**src/hdl/slbp_pkg.sv**
```systemverilog
// slbp_pkg: shared types and constants for the status LED breathing PWM block.
// Holds field widths, status class codes, register indexes, reset values and
// the request/response structs of the serial divider. No dependencies.
package slbp_pkg;

    localparam int PER_W = 16;          // period and steps registers
    localparam int CNT_W = 20;          // tick counter, wrap and timeout
    localparam int DIV_W = 20;          // divider dividend / quotient
    localparam int DVS_W = 17;          // divider divisor / remainder
    localparam int CLS_W = 3;
    localparam int IDX_W = 3;

    // status class codes
    localparam logic [CLS_W-1:0] CLS_IDLE      = 3'd0;
    localparam logic [CLS_W-1:0] CLS_UPLOAD    = 3'd1;
    localparam logic [CLS_W-1:0] CLS_DOWNLOAD  = 3'd2;
    localparam logic [CLS_W-1:0] CLS_BOOT_IDLE = 3'd3;

    // register indexes
    localparam logic [IDX_W-1:0] CFG_SLOW_PERIOD  = 3'd0;
    localparam logic [IDX_W-1:0] CFG_SLOW_STEPS   = 3'd1;
    localparam logic [IDX_W-1:0] CFG_FAST_PERIOD  = 3'd2;
    localparam logic [IDX_W-1:0] CFG_FAST_STEPS   = 3'd3;
    localparam logic [IDX_W-1:0] CFG_WRAP_LIMIT   = 3'd4;
    localparam logic [IDX_W-1:0] CFG_IDLE_TIMEOUT = 3'd5;

    // register reset values
    localparam logic [PER_W-1:0] RST_SLOW_PERIOD  = 16'd50;
    localparam logic [PER_W-1:0] RST_SLOW_STEPS   = 16'd100;
    localparam logic [PER_W-1:0] RST_FAST_PERIOD  = 16'd25;
    localparam logic [PER_W-1:0] RST_FAST_STEPS   = 16'd50;
    localparam logic [CNT_W-1:0] RST_WRAP_LIMIT   = 20'd500000;
    localparam logic [CNT_W-1:0] RST_IDLE_TIMEOUT = 20'd60000;

    typedef struct packed {
        logic             start;
        logic [DIV_W-1:0] dividend;
        logic [DVS_W-1:0] divisor;
    } t_div_req;

    typedef struct packed {
        logic             done;
        logic [DIV_W-1:0] quo;
        logic [DVS_W-1:0] rem;
    } t_div_rsp;

endpackage

```
**src/hdl/slbp_div.sv**
```systemverilog
// slbp_div: restoring serial divider, one quotient bit per cycle.
// Depends on slbp_pkg (request/response structs, widths).
module slbp_div (
    input  logic               i_clk,
    input  logic               i_rst_n,
    input  slbp_pkg::t_div_req i_req,
    output slbp_pkg::t_div_rsp o_rsp
);
    import slbp_pkg::*;

    localparam int CYC_W = $clog2(DIV_W);

    logic             r_busy;
    logic             r_done;
    logic [CYC_W-1:0] r_cnt;
    logic [DIV_W-1:0] r_quo;
    logic [DVS_W-1:0] r_rem;
    logic [DVS_W-1:0] r_dvs;

    logic [DVS_W:0]   w_shift;
    logic [DVS_W:0]   w_diff;
    logic             w_ge;

    always_comb begin
        w_shift = {r_rem, r_quo[DIV_W-1]};
        w_ge    = (w_shift >= {1'b0, r_dvs});
        w_diff  = w_shift - {1'b0, r_dvs};
    end

    always_ff @(posedge i_clk) begin
        if (!i_rst_n) begin
            r_busy <= 1'b0;
            r_done <= 1'b0;
            r_cnt  <= '0;
        end else begin
            r_done <= 1'b0;
            if (i_req.start) begin
                r_busy <= 1'b1;
                r_cnt  <= '0;
                r_quo  <= i_req.dividend;
                r_rem  <= '0;
                r_dvs  <= i_req.divisor;
            end else if (r_busy) begin
                r_quo <= {r_quo[DIV_W-2:0], w_ge};
                r_rem <= w_ge ? w_diff[DVS_W-1:0] : w_shift[DVS_W-1:0];
                r_cnt <= r_cnt + 1'b1;
                if (r_cnt == CYC_W'(DIV_W - 1)) begin
                    r_busy <= 1'b0;
                    r_done <= 1'b1;
                end
            end
        end
    end

    assign o_rsp.done = r_done;
    assign o_rsp.quo  = r_quo;
    assign o_rsp.rem  = r_rem;

endmodule

```
**src/hdl/slbp_breathe.sv**
```systemverilog
// slbp_breathe: sequencer that evaluates one triangular breathing PWM bit
// through up to four passes of the shared serial divider. Depends on slbp_pkg, slbp_div.
module slbp_breathe (
    input  logic                       i_clk,
    input  logic                       i_rst_n,
    input  logic                       i_start,
    input  logic [slbp_pkg::PER_W-1:0] i_p,
    input  logic [slbp_pkg::PER_W-1:0] i_s,
    input  logic [slbp_pkg::CNT_W-1:0] i_c,
    output logic                       o_done,
    output logic                       o_lit
);
    import slbp_pkg::*;

    typedef enum logic [2:0] {
        B_IDLE, B_CP, B_SP, B_M, B_DUTY, B_FIN
    } t_bstate;

    t_bstate          r_state;
    t_div_req         r_req;
    t_div_rsp         w_rsp;
    logic             r_done;
    logic             r_lit;
    logic             r_mirror;
    logic [DIV_W-1:0] r_k;        // c / p
    logic [PER_W-1:0] r_r;        // c mod p
    logic [PER_W-1:0] r_q;        // s / p
    logic [PER_W-1:0] r_duty;

    logic [DVS_W-1:0] w_s17;
    logic [DVS_W-1:0] w_m;        // (c / p) mod 2s
    logic [DVS_W-1:0] w_ms;       // (c / p) mod s
    logic             w_mirror;
    logic [PER_W-1:0] w_pd;
    logic             w_lit;

    slbp_div u_div (
        .i_clk   (i_clk),
        .i_rst_n (i_rst_n),
        .i_req   (r_req),
        .o_rsp   (w_rsp)
    );

    always_comb begin
        w_s17    = {1'b0, i_s};
        w_m      = w_rsp.rem;
        // second half of the 2*p*s cycle: phase = m*p + r > s*p
        w_mirror = (w_m > w_s17) || ((w_m == w_s17) && (r_r != '0));
        w_ms     = (w_m >= w_s17) ? (w_m - w_s17) : w_m;
        w_pd     = i_p - r_duty;
        if (r_mirror) begin
            w_lit = (r_duty > i_p) ? 1'b0 : (r_r > w_pd);
        end else begin
            w_lit = (r_r > r_duty);
        end
    end

    always_ff @(posedge i_clk) begin
        if (!i_rst_n) begin
            r_state     <= B_IDLE;
            r_req.start <= 1'b0;
            r_done      <= 1'b0;
            r_lit       <= 1'b0;
        end else begin
            r_req.start <= 1'b0;
            r_done      <= 1'b0;
            unique case (r_state)
                B_IDLE: begin
                    if (i_start) begin
                        if ((i_p == '0) || (i_s == '0)) begin
                            r_lit  <= 1'b0;
                            r_done <= 1'b1;
                        end else begin
                            r_req.start    <= 1'b1;
                            r_req.dividend <= i_c;
                            r_req.divisor  <= {1'b0, i_p};
                            r_state        <= B_CP;
                        end
                    end
                end
                B_CP: begin
                    if (w_rsp.done) begin
                        r_k            <= w_rsp.quo;
                        r_r            <= w_rsp.rem[PER_W-1:0];
                        r_req.start    <= 1'b1;
                        r_req.dividend <= {{(DIV_W-PER_W){1'b0}}, i_s};
                        r_req.divisor  <= {1'b0, i_p};
                        r_state        <= B_SP;
                    end
                end
                B_SP: begin
                    if (w_rsp.done) begin
                        r_q            <= w_rsp.quo[PER_W-1:0];
                        r_req.start    <= 1'b1;
                        r_req.dividend <= r_k;
                        r_req.divisor  <= {i_s, 1'b0};
                        r_state        <= B_M;
                    end
                end
                B_M: begin
                    if (w_rsp.done) begin
                        r_mirror <= w_mirror;
                        if (r_q == '0) begin
                            r_duty  <= '0;
                            r_state <= B_FIN;
                        end else begin
                            r_req.start    <= 1'b1;
                            r_req.dividend <= {{(DIV_W-PER_W){1'b0}}, w_ms[PER_W-1:0]};
                            r_req.divisor  <= {1'b0, r_q};
                            r_state        <= B_DUTY;
                        end
                    end
                end
                B_DUTY: begin
                    if (w_rsp.done) begin
                        r_duty  <= w_rsp.quo[PER_W-1:0];
                        r_state <= B_FIN;
                    end
                end
                B_FIN: begin
                    r_lit   <= w_lit;
                    r_done  <= 1'b1;
                    r_state <= B_IDLE;
                end
                default: r_state <= B_IDLE;
            endcase
        end
    end

    assign o_done = r_done;
    assign o_lit  = r_lit;

endmodule

```
**src/hdl/status_led_breathing_pwm.sv**
```systemverilog
// status_led_breathing_pwm: top level of the two-LED breathing status driver.
// Depends on slbp_pkg, slbp_breathe (which holds slbp_div).
//
// Usage:
//   Input channel (i_valid / o_ready, i_status_class): one transaction per
//   LED tick, carrying the device status class. Output channel (o_valid /
//   i_ready): one transaction per tick with o_blue_on, o_red_on and
//   o_jump_request.
//   Config port (i_cfg_we, i_cfg_idx, i_cfg_data): single-cycle writes,
//   0 slow period, 1 slow steps, 2 fast period, 3 fast steps, 4 wrap limit,
//   5 idle timeout; other indexes are ignored. Write only while idle.
//   Divider passes (acceptance to o_valid): a breathing LED takes four
//   passes of the serial divider, three when steps are below the period,
//   none when its period or steps register is 0. Uploading runs two LED
//   evaluations back to back; bootloader idle needs none. The single
//   shared divider serves every pass.
//   One tick is in work at a time; o_ready drops from acceptance until its
//   result is moved into the output register.
//   Stall: a finished result waits in the output register; the next tick
//   can be accepted meanwhile, and its result waits in the block until
//   the output register frees up.
//   Reset (synchronous, i_rst_n low): tick counter 0, registers to defaults,
//   no result pending.
module status_led_breathing_pwm (
    input  logic                       i_clk,
    input  logic                       i_rst_n,
    input  logic                       i_valid,
    output logic                       o_ready,
    input  logic [slbp_pkg::CLS_W-1:0] i_status_class,
    output logic                       o_valid,
    input  logic                       i_ready,
    output logic                       o_blue_on,
    output logic                       o_red_on,
    output logic                       o_jump_request,
    input  logic                       i_cfg_we,
    input  logic [slbp_pkg::IDX_W-1:0] i_cfg_idx,
    input  logic [slbp_pkg::CNT_W-1:0] i_cfg_data
);
    import slbp_pkg::*;

    typedef enum logic [1:0] {
        S_IDLE, S_RUN1, S_RUN2, S_HOLD
    } t_state;

    // configuration
    logic [PER_W-1:0] r_slow_period;
    logic [PER_W-1:0] r_slow_steps;
    logic [PER_W-1:0] r_fast_period;
    logic [PER_W-1:0] r_fast_steps;
    logic [CNT_W-1:0] r_wrap_limit;
    logic [CNT_W-1:0] r_idle_timeout;

    // control
    t_state           r_state;
    logic [CNT_W-1:0] r_count;
    logic             r_bstart;
    logic             r_sel_fast;
    logic             r_out_valid;

    // payload
    logic [CLS_W-1:0] r_cls;
    logic [CNT_W-1:0] r_c;
    logic             r_pblue;
    logic             r_pred;
    logic             r_pjump;
    logic             r_blue;
    logic             r_red;
    logic             r_jump;

    logic             w_accept;
    logic [CNT_W-1:0] w_cnt_clr;
    logic             w_load;
    logic             w_bdone;
    logic             w_blit;
    logic [PER_W-1:0] w_p;
    logic [PER_W-1:0] w_s;

    assign w_accept  = i_valid && o_ready;
    // counter cleared once it runs past the wrap limit
    assign w_cnt_clr = (r_count > r_wrap_limit) ? '0 : r_count;
    assign w_load    = (r_state == S_HOLD) && (!r_out_valid || i_ready);
    assign w_p       = r_sel_fast ? r_fast_period : r_slow_period;
    assign w_s       = r_sel_fast ? r_fast_steps  : r_slow_steps;

    slbp_breathe u_breathe (
        .i_clk   (i_clk),
        .i_rst_n (i_rst_n),
        .i_start (r_bstart),
        .i_p     (w_p),
        .i_s     (w_s),
        .i_c     (r_c),
        .o_done  (w_bdone),
        .o_lit   (w_blit)
    );

    // config writes
    always_ff @(posedge i_clk) begin
        if (!i_rst_n) begin
            r_slow_period  <= RST_SLOW_PERIOD;
            r_slow_steps   <= RST_SLOW_STEPS;
            r_fast_period  <= RST_FAST_PERIOD;
            r_fast_steps   <= RST_FAST_STEPS;
            r_wrap_limit   <= RST_WRAP_LIMIT;
            r_idle_timeout <= RST_IDLE_TIMEOUT;
        end else if (i_cfg_we) begin
            unique case (i_cfg_idx)
                CFG_SLOW_PERIOD:  r_slow_period  <= i_cfg_data[PER_W-1:0];
                CFG_SLOW_STEPS:   r_slow_steps   <= i_cfg_data[PER_W-1:0];
                CFG_FAST_PERIOD:  r_fast_period  <= i_cfg_data[PER_W-1:0];
                CFG_FAST_STEPS:   r_fast_steps   <= i_cfg_data[PER_W-1:0];
                CFG_WRAP_LIMIT:   r_wrap_limit   <= i_cfg_data;
                CFG_IDLE_TIMEOUT: r_idle_timeout <= i_cfg_data;
                default: ;
            endcase
        end
    end

    // tick sequencer and output register
    always_ff @(posedge i_clk) begin
        if (!i_rst_n) begin
            r_state     <= S_IDLE;
            r_count     <= '0;
            r_bstart    <= 1'b0;
            r_sel_fast  <= 1'b0;
            r_out_valid <= 1'b0;
        end else begin
            r_bstart <= 1'b0;

            if (w_load) begin
                r_out_valid <= 1'b1;
                r_blue      <= r_pblue;
                r_red       <= r_pred;
                r_jump      <= r_pjump;
            end else if (i_ready) begin
                r_out_valid <= 1'b0;
            end

            unique case (r_state)
                S_IDLE: begin
                    if (w_accept) begin
                        r_cls   <= i_status_class;
                        r_c     <= r_count;
                        r_pjump <= (i_status_class == CLS_BOOT_IDLE) &&
                                   (w_cnt_clr > r_idle_timeout);
                        r_count <= w_cnt_clr + 1'b1;
                        r_pred  <= 1'b0;
                        if (i_status_class == CLS_BOOT_IDLE) begin
                            r_pblue <= 1'b1;
                            r_state <= S_HOLD;
                        end else begin
                            r_sel_fast <= (i_status_class == CLS_DOWNLOAD);
                            r_bstart   <= 1'b1;
                            r_state    <= S_RUN1;
                        end
                    end
                end
                S_RUN1: begin
                    if (w_bdone) begin
                        r_pblue <= w_blit;
                        if (r_cls == CLS_UPLOAD) begin
                            r_sel_fast <= 1'b1;
                            r_bstart   <= 1'b1;
                            r_state    <= S_RUN2;
                        end else begin
                            // error and unused codes light red like blue
                            if ((r_cls != CLS_IDLE) && (r_cls != CLS_DOWNLOAD)) begin
                                r_pred <= w_blit;
                            end
                            r_state <= S_HOLD;
                        end
                    end
                end
                S_RUN2: begin
                    if (w_bdone) begin
                        r_pred  <= w_blit;
                        r_state <= S_HOLD;
                    end
                end
                S_HOLD: begin
                    if (w_load) begin
                        r_state <= S_IDLE;
                    end
                end
                default: r_state <= S_IDLE;
            endcase
        end
    end

    assign o_ready        = (r_state == S_IDLE);
    assign o_valid        = r_out_valid;
    assign o_blue_on      = r_blue;
    assign o_red_on       = r_red;
    assign o_jump_request = r_jump;

    // one tick in work at a time
    a_busy_after_accept: assert property (@(posedge i_clk) disable iff (!i_rst_n)
        w_accept |=> !o_ready)
        else $error("accepted a transaction while one was in work");

    // counter steps by one on each tick at or below the wrap limit
    a_count_step: assert property (@(posedge i_clk) disable iff (!i_rst_n)
        (w_accept && (r_count <= r_wrap_limit)) |=> (r_count == $past(r_count) + 20'd1))
        else $error("tick counter did not advance by one");

    // the LED evaluator only finishes while the sequencer waits for it
    a_bdone_in_run: assert property (@(posedge i_clk) disable iff (!i_rst_n)
        w_bdone |-> (r_state == S_RUN1 || r_state == S_RUN2))
        else $error("LED evaluation finished outside a run state");

    // jump request only in bootloader idle
    a_jump_class: assert property (@(posedge i_clk) disable iff (!i_rst_n)
        (r_state == S_HOLD && r_cls != CLS_BOOT_IDLE) |-> !r_pjump)
        else $error("jump request outside bootloader idle");

    // a pending result is moved only into a free output register
    a_load_free: assert property (@(posedge i_clk) disable iff (!i_rst_n)
        w_load |-> (!o_valid || i_ready))
        else $error("output register overwritten");

endmodule
```
**config.mk**
```make
export PLATFORM = sky130hd
export DESIGN_NAME = status_led_breathing_pwm
export DESIGN_NICKNAME = d
export VERILOG_FILES = /design/src/hdl/slbp_pkg.sv /design/src/hdl/slbp_div.sv /design/src/hdl/slbp_breathe.sv /design/src/hdl/status_led_breathing_pwm.sv
export SDC_FILE = /design/constraint.sdc
export NUM_CORES = 1
export LEC_CHECK = 0
export BUFFER_PORTS_ARGS = -buffer_cell sky130_fd_sc_hd__buf_2
export CORE_MARGIN = 10
export CORE_UTILIZATION = 50
export CTS_CLUSTER_SIZE = 8
export DETAILED_ROUTE_END_ITERATION = 6
export PLACE_DENSITY_LB_ADDON = 0.3
export SLEW_MARGIN = 20
export SYNTH_ARGS = -nofsm -noshare
export SYNTH_HDL_FRONTEND = slang
export SYNTH_SLANG_ARGS = --single-unit
```
**constraint.sdc**
```tcl
create_clock -name i_clk -period 6.3 [get_ports i_clk]
set_input_delay 0.63 -clock i_clk [delete_from_list [all_inputs] [get_ports i_clk]]
set_output_delay 0.63 -clock i_clk [all_outputs]
set_load 0.01 [all_outputs]
```
==> results of run 1 <==
==> per-stage QoR <==
step | area [sq um] | utilization [%]
after floorplan | 17700 | -
after global placement | 18300 | 52.7
after detailed placement | 18300 | 52.7
after CTS | 19600 | 56.4
after global routing | 19700 | 56.5
final | 19700 | 56.5
==> path summary, 6_finish.rpt <==
check	start	end	slack (ns)	cells after the start
worst max register to register	r_sel_fast	u_breathe.o_lit	1.67	18
worst min register to register	u_breathe.r_req[13]	u_breathe.u_div.r_dvs[13]	0.41	0
worst max-delay path	r_sel_fast	u_breathe.o_lit	1.67	18
worst min-delay path	i_status_class[1]	r_cls[1]	0.29	1
==> area by class of cell <==
type	instances	area, sq um	area share [%]
timing repair buffer	51	315	1.60
tap	455	569	2.90
multi-input combinational	1295	8590	43.7
clock buffer	70	1270	6.47
inverter	96	362	1.84
sequential	331	8520	43.3
clock inverter	2	28.8	0.146
==> per-layer routing <==
layer / track usage (%) / vias up / routed length, microns
met1: 28.8 / 6784 / 20400
met4: 8.54 / 0 / 1850
li1: - / 6621 / -
met3: 3.71 / 125 / 4260
met2: 37.5 / 625 / 23900
met5: 0 / - / 0
==> worst reg2reg max path, cell delays in order (launching register included) <==
cell and delay [ns]:
dfxtp_2 0.74, mux2i_1 0.32, ha_1 0.21, inv_1 0.06
fa_1 0.41, a21oi_1 0.19, o211ai_1 0.14, o41ai_1 0.63
o211ai_1 0.23, a21oi_1 0.22, o21bai_1 0.10, xnor2_1 0.13
ha_1 0.29, nand4_1 0.08, nor2_1 0.17, o21ai_0 0.10
a31oi_1 0.14, o21ai_0 0.10, o311ai_0 0.28
==> power by group through the flow <==
stage | clock network (mW) | logic (mW) | registers [mW]
detailed placement | 0 | 1.08 | 2.63
CTS | 2.31 | 1.09 | 2.59
global placement | 0 | 1.06 | 2.63
global route | 2.41 | 1.22 | 2.60
floorplan | 0 | 0.828 | 2.55
finish | 2.29 | 1.10 | 2.60
==> cell families (layout without fill, tap and decap cells) <==
family / count (synthesis) / count (layout)
buffers and inverters: 169 / 219
AND/OR/NAND/NOR: 651 / 651
XOR/XNOR: 35 / 35
AO/OA/AOI/OAI: 408 / 408
flip-flops: 331 / 331
adder cells (fa/ha/maj): 129 / 129
multiplexers: 72 / 72
==> placed cells by master, fill, tap and decap left out, drive strengths merged, types with 37 or more instances in the layout <==
cell type  netlist  layout
nand2          259     259
edfxtp         189     189
a21oi          150     150
dfxtp          142     142
ha             126     126
nor2           110     110
inv             96      97
clkbuf          52      70
o21ai           52      52
buf             21      51
and2            49      49
nand3           42      42
mux2            38      38
a21o            37      37
==> flip-flops by register name, indices dropped and copies added (netlist names), 5 cells and up <==
| register | cells |
|---|---|
| r_fast_steps | 16 |
| u_breathe.r_q | 16 |
| r_c | 20 |
| u_breathe.u_div.r_quo | 20 |
| u_breathe.u_div.r_cnt | 5 |
| u_breathe.u_div.r_dvs | 17 |
| u_breathe.u_div.r_rem | 17 |
| r_count | 20 |
| r_fast_period | 16 |
| u_breathe.r_req | 38 |
| r_wrap_limit | 20 |
| r_slow_period | 16 |
| u_breathe.r_r | 16 |
| u_breathe.r_k | 20 |
| u_breathe.r_duty | 16 |
| r_idle_timeout | 20 |
| r_slow_steps | 16 |
==> key figures, run 1 <==
Logic synthesis
  – EDFF count, synth: 189
  – Synth Area in Compound Gates: 15.2%
  – Adder-Cell Fraction of Synth Area: 9.23%
  – Syn_nets: 1955
  – Most frequent cell after synthesis: nand2_1
  – Warnings from Yosys: 0
  – Largest area contributor in the netlist: edfxtp_1
  – Syn avg cell area: 9.87 sq um
  – Mux share of post-synthesis cell area: 4.33%
  – Largest family of logic cells by synthesized area: simple AND/OR/NAND/NOR gates
  – Syn Inst Count: 1795
  – Register area share after synthesis: 48.1%
  – Top cells by count, synth: nand2_1, edfxtp_1, a21oi_1
  – Top FF cell, synth: edfxtp_1
  – Ranking of synthesized cells by area: edfxtp_1, dfxtp_1, ha_1, nand2_1, a21oi_1
  – Simple-Gate Fraction of Synth Area: 17.8%
  – Synth top area share: 32.0%
  – Synth unique cells: 71
  – Post-synth ARST share: 0%
  – Cell Area, Synth: 0.0177 sq mm
  – Flop and latch count out of synthesis: 331
  – Xor/xnor share of the synthesized area: 1.73%

STA
  – Fin Hold WS: 0.289 ns
  – Worst clock skew: 0.0248 ns
  – Rel. slew slack: 27.8%
  – Final Hold Fails: 0
  – # setup viols final: 0
  – Fmax: 216 MHz
  – RSZ-0062 raised after global routing: false
  – Setup tns final: 0 ns
  – Max Slew Vio Count: 0
  – Minimum clock period after layout: 4.63 ns
  – Part of the cycle the worst path needs: 73.5%
  – Worst slew pin tran: 1.08 ns
  – Final worst slack: 1.67 ns

CTS
  – CTS Buf Count: 47
  – Clock Latency Late Sink: 0.56 ns
  – Post-CTS Hold Fix Bufs: 0
  – TritonCTS clock tree: built
  – H-tree levels: 2
  – Post_cts resized: 0
  – Clock sink total: 331
  – Clock-pin slew on the worst setup and hold paths: 0.06 ns
  – CTS max path bufs: 3
  – Post-CTS Repair Setup Buffers: 0
  – Root buffer cell: clkbuf_16

Power
  – Internal power: 4.28 mW
  – Leakage: 7.38 nW
  – Overall Power: 5.99 mW
  – Worst VDD drop: 0.000216 V
  – Pwr Density: 304 mW/mm^2
  – Clock Power Share: 38.2%
  – P_sw: 1.71 mW
  – Switch share: 28.5%
  – Seq pwr share: 43.4%
  – Logic pwr share: 18.5%

Layout
  – Filler instances: 2956
  – ANT cells: 0
  – Non-filler cells, final: 2300
  – Layout area overhead: 10.9%
  – Fraction of layout cells with a size suffix above 1: 8.62%
  – Post-layout nets: 1982

Placement
  – Post-DP HPWL: 36800 microns
  – Dpl ws: 1.71 ns
  – RePlAce Congestion: 0.973
  – Placed cell count: 2227
  – PortBufs: 35

Worst setup path
  – CP max stage delay: 0.74 ns
  – CP Cell Sequence: mux2i_1, ha_1, inv_1, fa_1, a21oi_1, o211ai_1, o41ai_1, o211ai_1, a21oi_1, o21bai_1, xnor2_1, ha_1, nand4_1, nor2_1, o21ai_0, a31oi_1, o21ai_0, o311ai_0
  – Crit path capture type: register
  – Worst-path fanout max: 26
  – Worst setup SP type: register
  – WS Path Type: reg -> reg
  – WP data required: 6.75 ns
  – Critical path's top delay family: compound AO/OA/AOI/OAI gates
  – CP max-delay cell: dfxtp_2
  – Worst Path Buf+Inv: 1
  – CP Data Arrival Time: 5.07 ns

Die
  – Die outline height: 208 microns
  – Core box area: 0.0348 sq mm
  – Initial Utilization: 50.9%
  – Die X-Extent: 208 microns
  – Row cnt: 68
  – Die ar.: 0.0434 sq mm
  – Io pins: 36

Routing
  – Via-per-instance ratio: 6.15
  – Overall routed net length: 50400 microns
  – Initial DRC count: 1618
  – Routed wire per std cell: 21.9 microns
  – DR pass1 iterations: 5
  – Antenna Nets Post-Route: 0
  – Drt drc: 0
  – Via count: 14200

Global routing
  – Tot GR Track Use: 22.6%
  – Vias in the first global route: 13700
  – Largest net degree at the start of global routing: 81
  – Total grt overflow: 0
  – Antenna violations before repair: 0
  – First-pass GRT wire length: 78300 microns

Min path
  – Hold WC Path Type: in -> reg

Status
  – Outcome: completed

Job
  – Max Cap Viol: 0
(Power assumes the default switching activity.)
==> inputs of run 2 (changes only) <==
--- a/config.mk
+++ b/config.mk
@@ -5,6 +5,7 @@
 export SDC_FILE = /design/constraint.sdc
 export NUM_CORES = 1
 export LEC_CHECK = 0
+export ABC_AREA = 1
 export BUFFER_PORTS_ARGS = -buffer_cell sky130_fd_sc_hd__buf_2
 export CORE_MARGIN = 10
 export CORE_UTILIZATION = 50
==> constraint.sdc (replaced) <==
create_clock -name i_clk -period 4 [get_ports i_clk]
set_input_delay 0.4 -clock i_clk [delete_from_list [all_inputs] [get_ports i_clk]]
set_output_delay 0.4 -clock i_clk [all_outputs]
set_load 0.01 [all_outputs]
==> run 2 against run 1 <==
Effect of this change: via count up 4.5%; utilization is 0.76 points higher; fmax rose by 25%; clock skew is 0.0096 ns lower; register-to-register slack worse by 1.4 ns; first-iteration DRC count down 1.9%; cell count rose by 13%; synthesized cell count is 14% higher; synthesized area decreased by 0.42%; critical path depth up 3; worst hold slack got worse by 0.24 ns; largest cell class is now registers; largest power group unchanged.
==> key figures, run 2 <==
Layout
  – Fraction of layout cells with a size suffix above 1: 8.95%
  – ANT cells: 0
  – Most common cell after layout, fill and taps aside: nand2_1
  – Max reg flops: 38
  – Most frequent cells in the layout: nand2_1, inv_1, nor2_1, edfxtp_1, o21ai_0
  – Util after Layout: 57.3%
  – Post-layout nets: 2276
  – Final Cell Area: 0.0199 sq mm
  – Biggest register: u_breathe.r_req
  – Layout area overhead: 12.6%

Routing
  – Via-per-instance ratio: 5.69
  – Via count: 14800
  – Drt drc: 0
  – Routed wire per std cell: 19.9 microns
  – DR pass1 iterations: 6
  – Antenna Nets Post-Route: 0
  – Initial DRC count: 1587
  – Overall routed net length: 51800 microns

Logic synthesis
  – Register area share after synthesis: 48.3%
  – Syn Inst Count: 2048
  – Largest area contributor in the netlist: edfxtp_1
  – Synth unique cells: 60
  – Top cells by count, synth: nand2_1, inv_1, nor2_1
  – Synth top area share: 32.2%
  – Syn_nets: 2208
  – Cell Area, Synth: 0.0176 sq mm
  – Flop and latch count out of synthesis: 331
  – EDFF count, synth: 189
  – Top FF cell, synth: edfxtp_1
  – Most frequent cell after synthesis: nand2_1
  – Ranking of synthesized cells by area: edfxtp_1, dfxtp_1, ha_1, nand2_1, inv_1
  – Warnings from Yosys: 0
  – Syn avg cell area: 8.62 sq um
  – Post-synth ARST share: 0%

CTS
  – CTS Buf Count: 47
  – Clock-pin slew on the worst setup and hold paths: 0.05 ns
  – Root buffer cell: clkbuf_16
  – Clock Latency Late Sink: 0.56 ns
  – CTS max path bufs: 3
  – TritonCTS clock tree: built
  – Post-CTS Hold Fix Bufs: 0
  – Clock sink total: 331
  – H-tree levels: 2

Die
  – Io pins: 36
  – Initial Utilization: 50.8%
  – Die X-Extent: 208 microns
  – Core box area: 0.0347 sq mm
  – Die outline height: 208 microns
  – Row cnt: 68
  – Die ar.: 0.0432 sq mm

STA
  – Setup tns final: 0 ns
  – # setup viols final: 0
  – RSZ-0062 raised after global routing: false
  – Final Hold Fails: 0
  – Fmax: 270 MHz
  – Minimum clock period after layout: 3.71 ns
  – Rel. slew slack: 27.1%
  – Worst slew pin tran: 1.08 ns
  – Max Slew Vio Count: 0
  – Worst clock skew: 0.0152 ns
  – Part of the cycle the worst path needs: 92.7%

Global routing
  – Largest net degree at the start of global routing: 87
  – Vias in the first global route: 14100
  – First-pass GRT wire length: 79900 microns
  – Total grt overflow: 0
  – Antenna violations before repair: 1
  – Tot GR Track Use: 23.1%

Job
  – Max Cap Viol: 0

Worst setup path
  – WS Path Type: reg -> reg
  – Worst setup SP type: register
  – Crit path capture type: register
  – CP Data Arrival Time: 4.19 ns
  – WP data required: 4.49 ns
  – Worst-path fanout max: 7

Power
  – Leakage: 8.57 nW
  – Pwr Density: 491 mW/mm^2
  – Worst VDD drop: 0.000332 V

Placement
  – Placed inst area: 0.0185 sq mm
  – RePlAce Congestion: 0.958
  – PortBufs: 35
  – Post-DP HPWL: 38600 microns

Min path
  – Hold WC Path Type: in -> reg

Status
  – Outcome: completed
## run 2: cell types whose count changed after synthesis, moves of 18 or more
cell / delta
inv_1: +185
nor2b_1: -21
nand3_1: +50
a221o_1: -23
mux2i_1: -31
o21ai_0: +128
nand2_1: +104
and2_1: -48
a21o_1: -32
mux2_2: -38
nor2_1: +93
o221ai_1: +18
## run 2: power breakdown
group	switching (mW)	total (mW)	internal, mW
sequential	0.135	3.96	3.83
clock	1.45	3.67	2.22
combinational	1.41	2.12	0.712
total	2.99	9.75	6.76
## run 2: logic make-up after synthesis
family	share of synthesized area (%)
compound gates	13.6
xor+xnor	1.59
fa+ha+maj	9.27
buf+inv	7.84
flops	48.3
mux	0.248
simple gates	19.2
## run 2: final cells by class
cell class | instances | area, sq um
inverter | 289 | 1080
fill | 3100 | 14800
tap | 455 | 569
clock inverter | 3 | 30.0
sequential | 331 | 8520
clock buffer | 75 | 1310
multi-input combinational | 1366 | 7810
timing repair buffer | 81 | 548
## run 2: metal layers
| layer | track usage [%] | share of wire (%) | vias to the layer above |
|---|---|---|---|
| met4 | 7.65 | 3.4 | 2 |
| met1 | 29.8 | 42 | 6963 |
| met5 | 0 | 0.025 | - |
| li1 | - | - | 7104 |
| met2 | 38.5 | 47 | 617 |
| met3 | 3.85 | 8.0 | 109 |
## run 2: final timing paths
check                     start  cells after the start  slack (ns)                       end
min reg2reg  u_breathe.r_req[8]                      0        0.42  u_breathe.u_div.r_dvs[8]
max reg2reg          r_sel_fast                     21        0.29           u_breathe.o_lit
min           i_status_class[2]                      1        0.05                  r_cls[2]
max                  r_sel_fast                     21        0.29           u_breathe.o_lit
## run 2: worst max-delay path, cell delays in order, from the launching register on
cell      delay, ns
dfxtp_2        0.40
mux2i_2        0.24
ha_1           0.19
inv_1          0.06
fa_1           0.41
a21oi_1        0.17
o21ai_1        0.12
nand2_1        0.08
nand2_1        0.09
a21boi_2       0.19
o21ai_1        0.13
nand3_1        0.09
nand2_1        0.06
xor2_1         0.14
ha_1           0.30
nand4_1        0.16
nor3_2         0.22
a21o_1         0.16
nand3_1        0.10
nand2_1        0.07
nand3_1        0.09
a21oi_2        0.17
## run 2: per-stage QoR
| stage | setup slack (ns) | power [mW] | hold WS (ns) | std cells |
|---|---|---|---|---|
| finish | 0.293 | 9.75 | 0.0500 | 2600 |
| global route | 0.00212 | 10.2 | 0.0449 | 2600 |
| CTS | 0.0188 | 9.74 | 0.0397 | 2599 |
| detailed placement | 0.0938 | 6.09 | 0.405 | 2521 |
| global placement | 0.279 | 6.06 | 0.402 | 2521 |
| floorplan | 0.166 | 5.40 | 0.400 | 2048 |
## run 2: repair_timing
item	in CTS	in global routing
resized for setup	0	9
endpoints found under the setup margin	0	1
buffers inserted	0	0
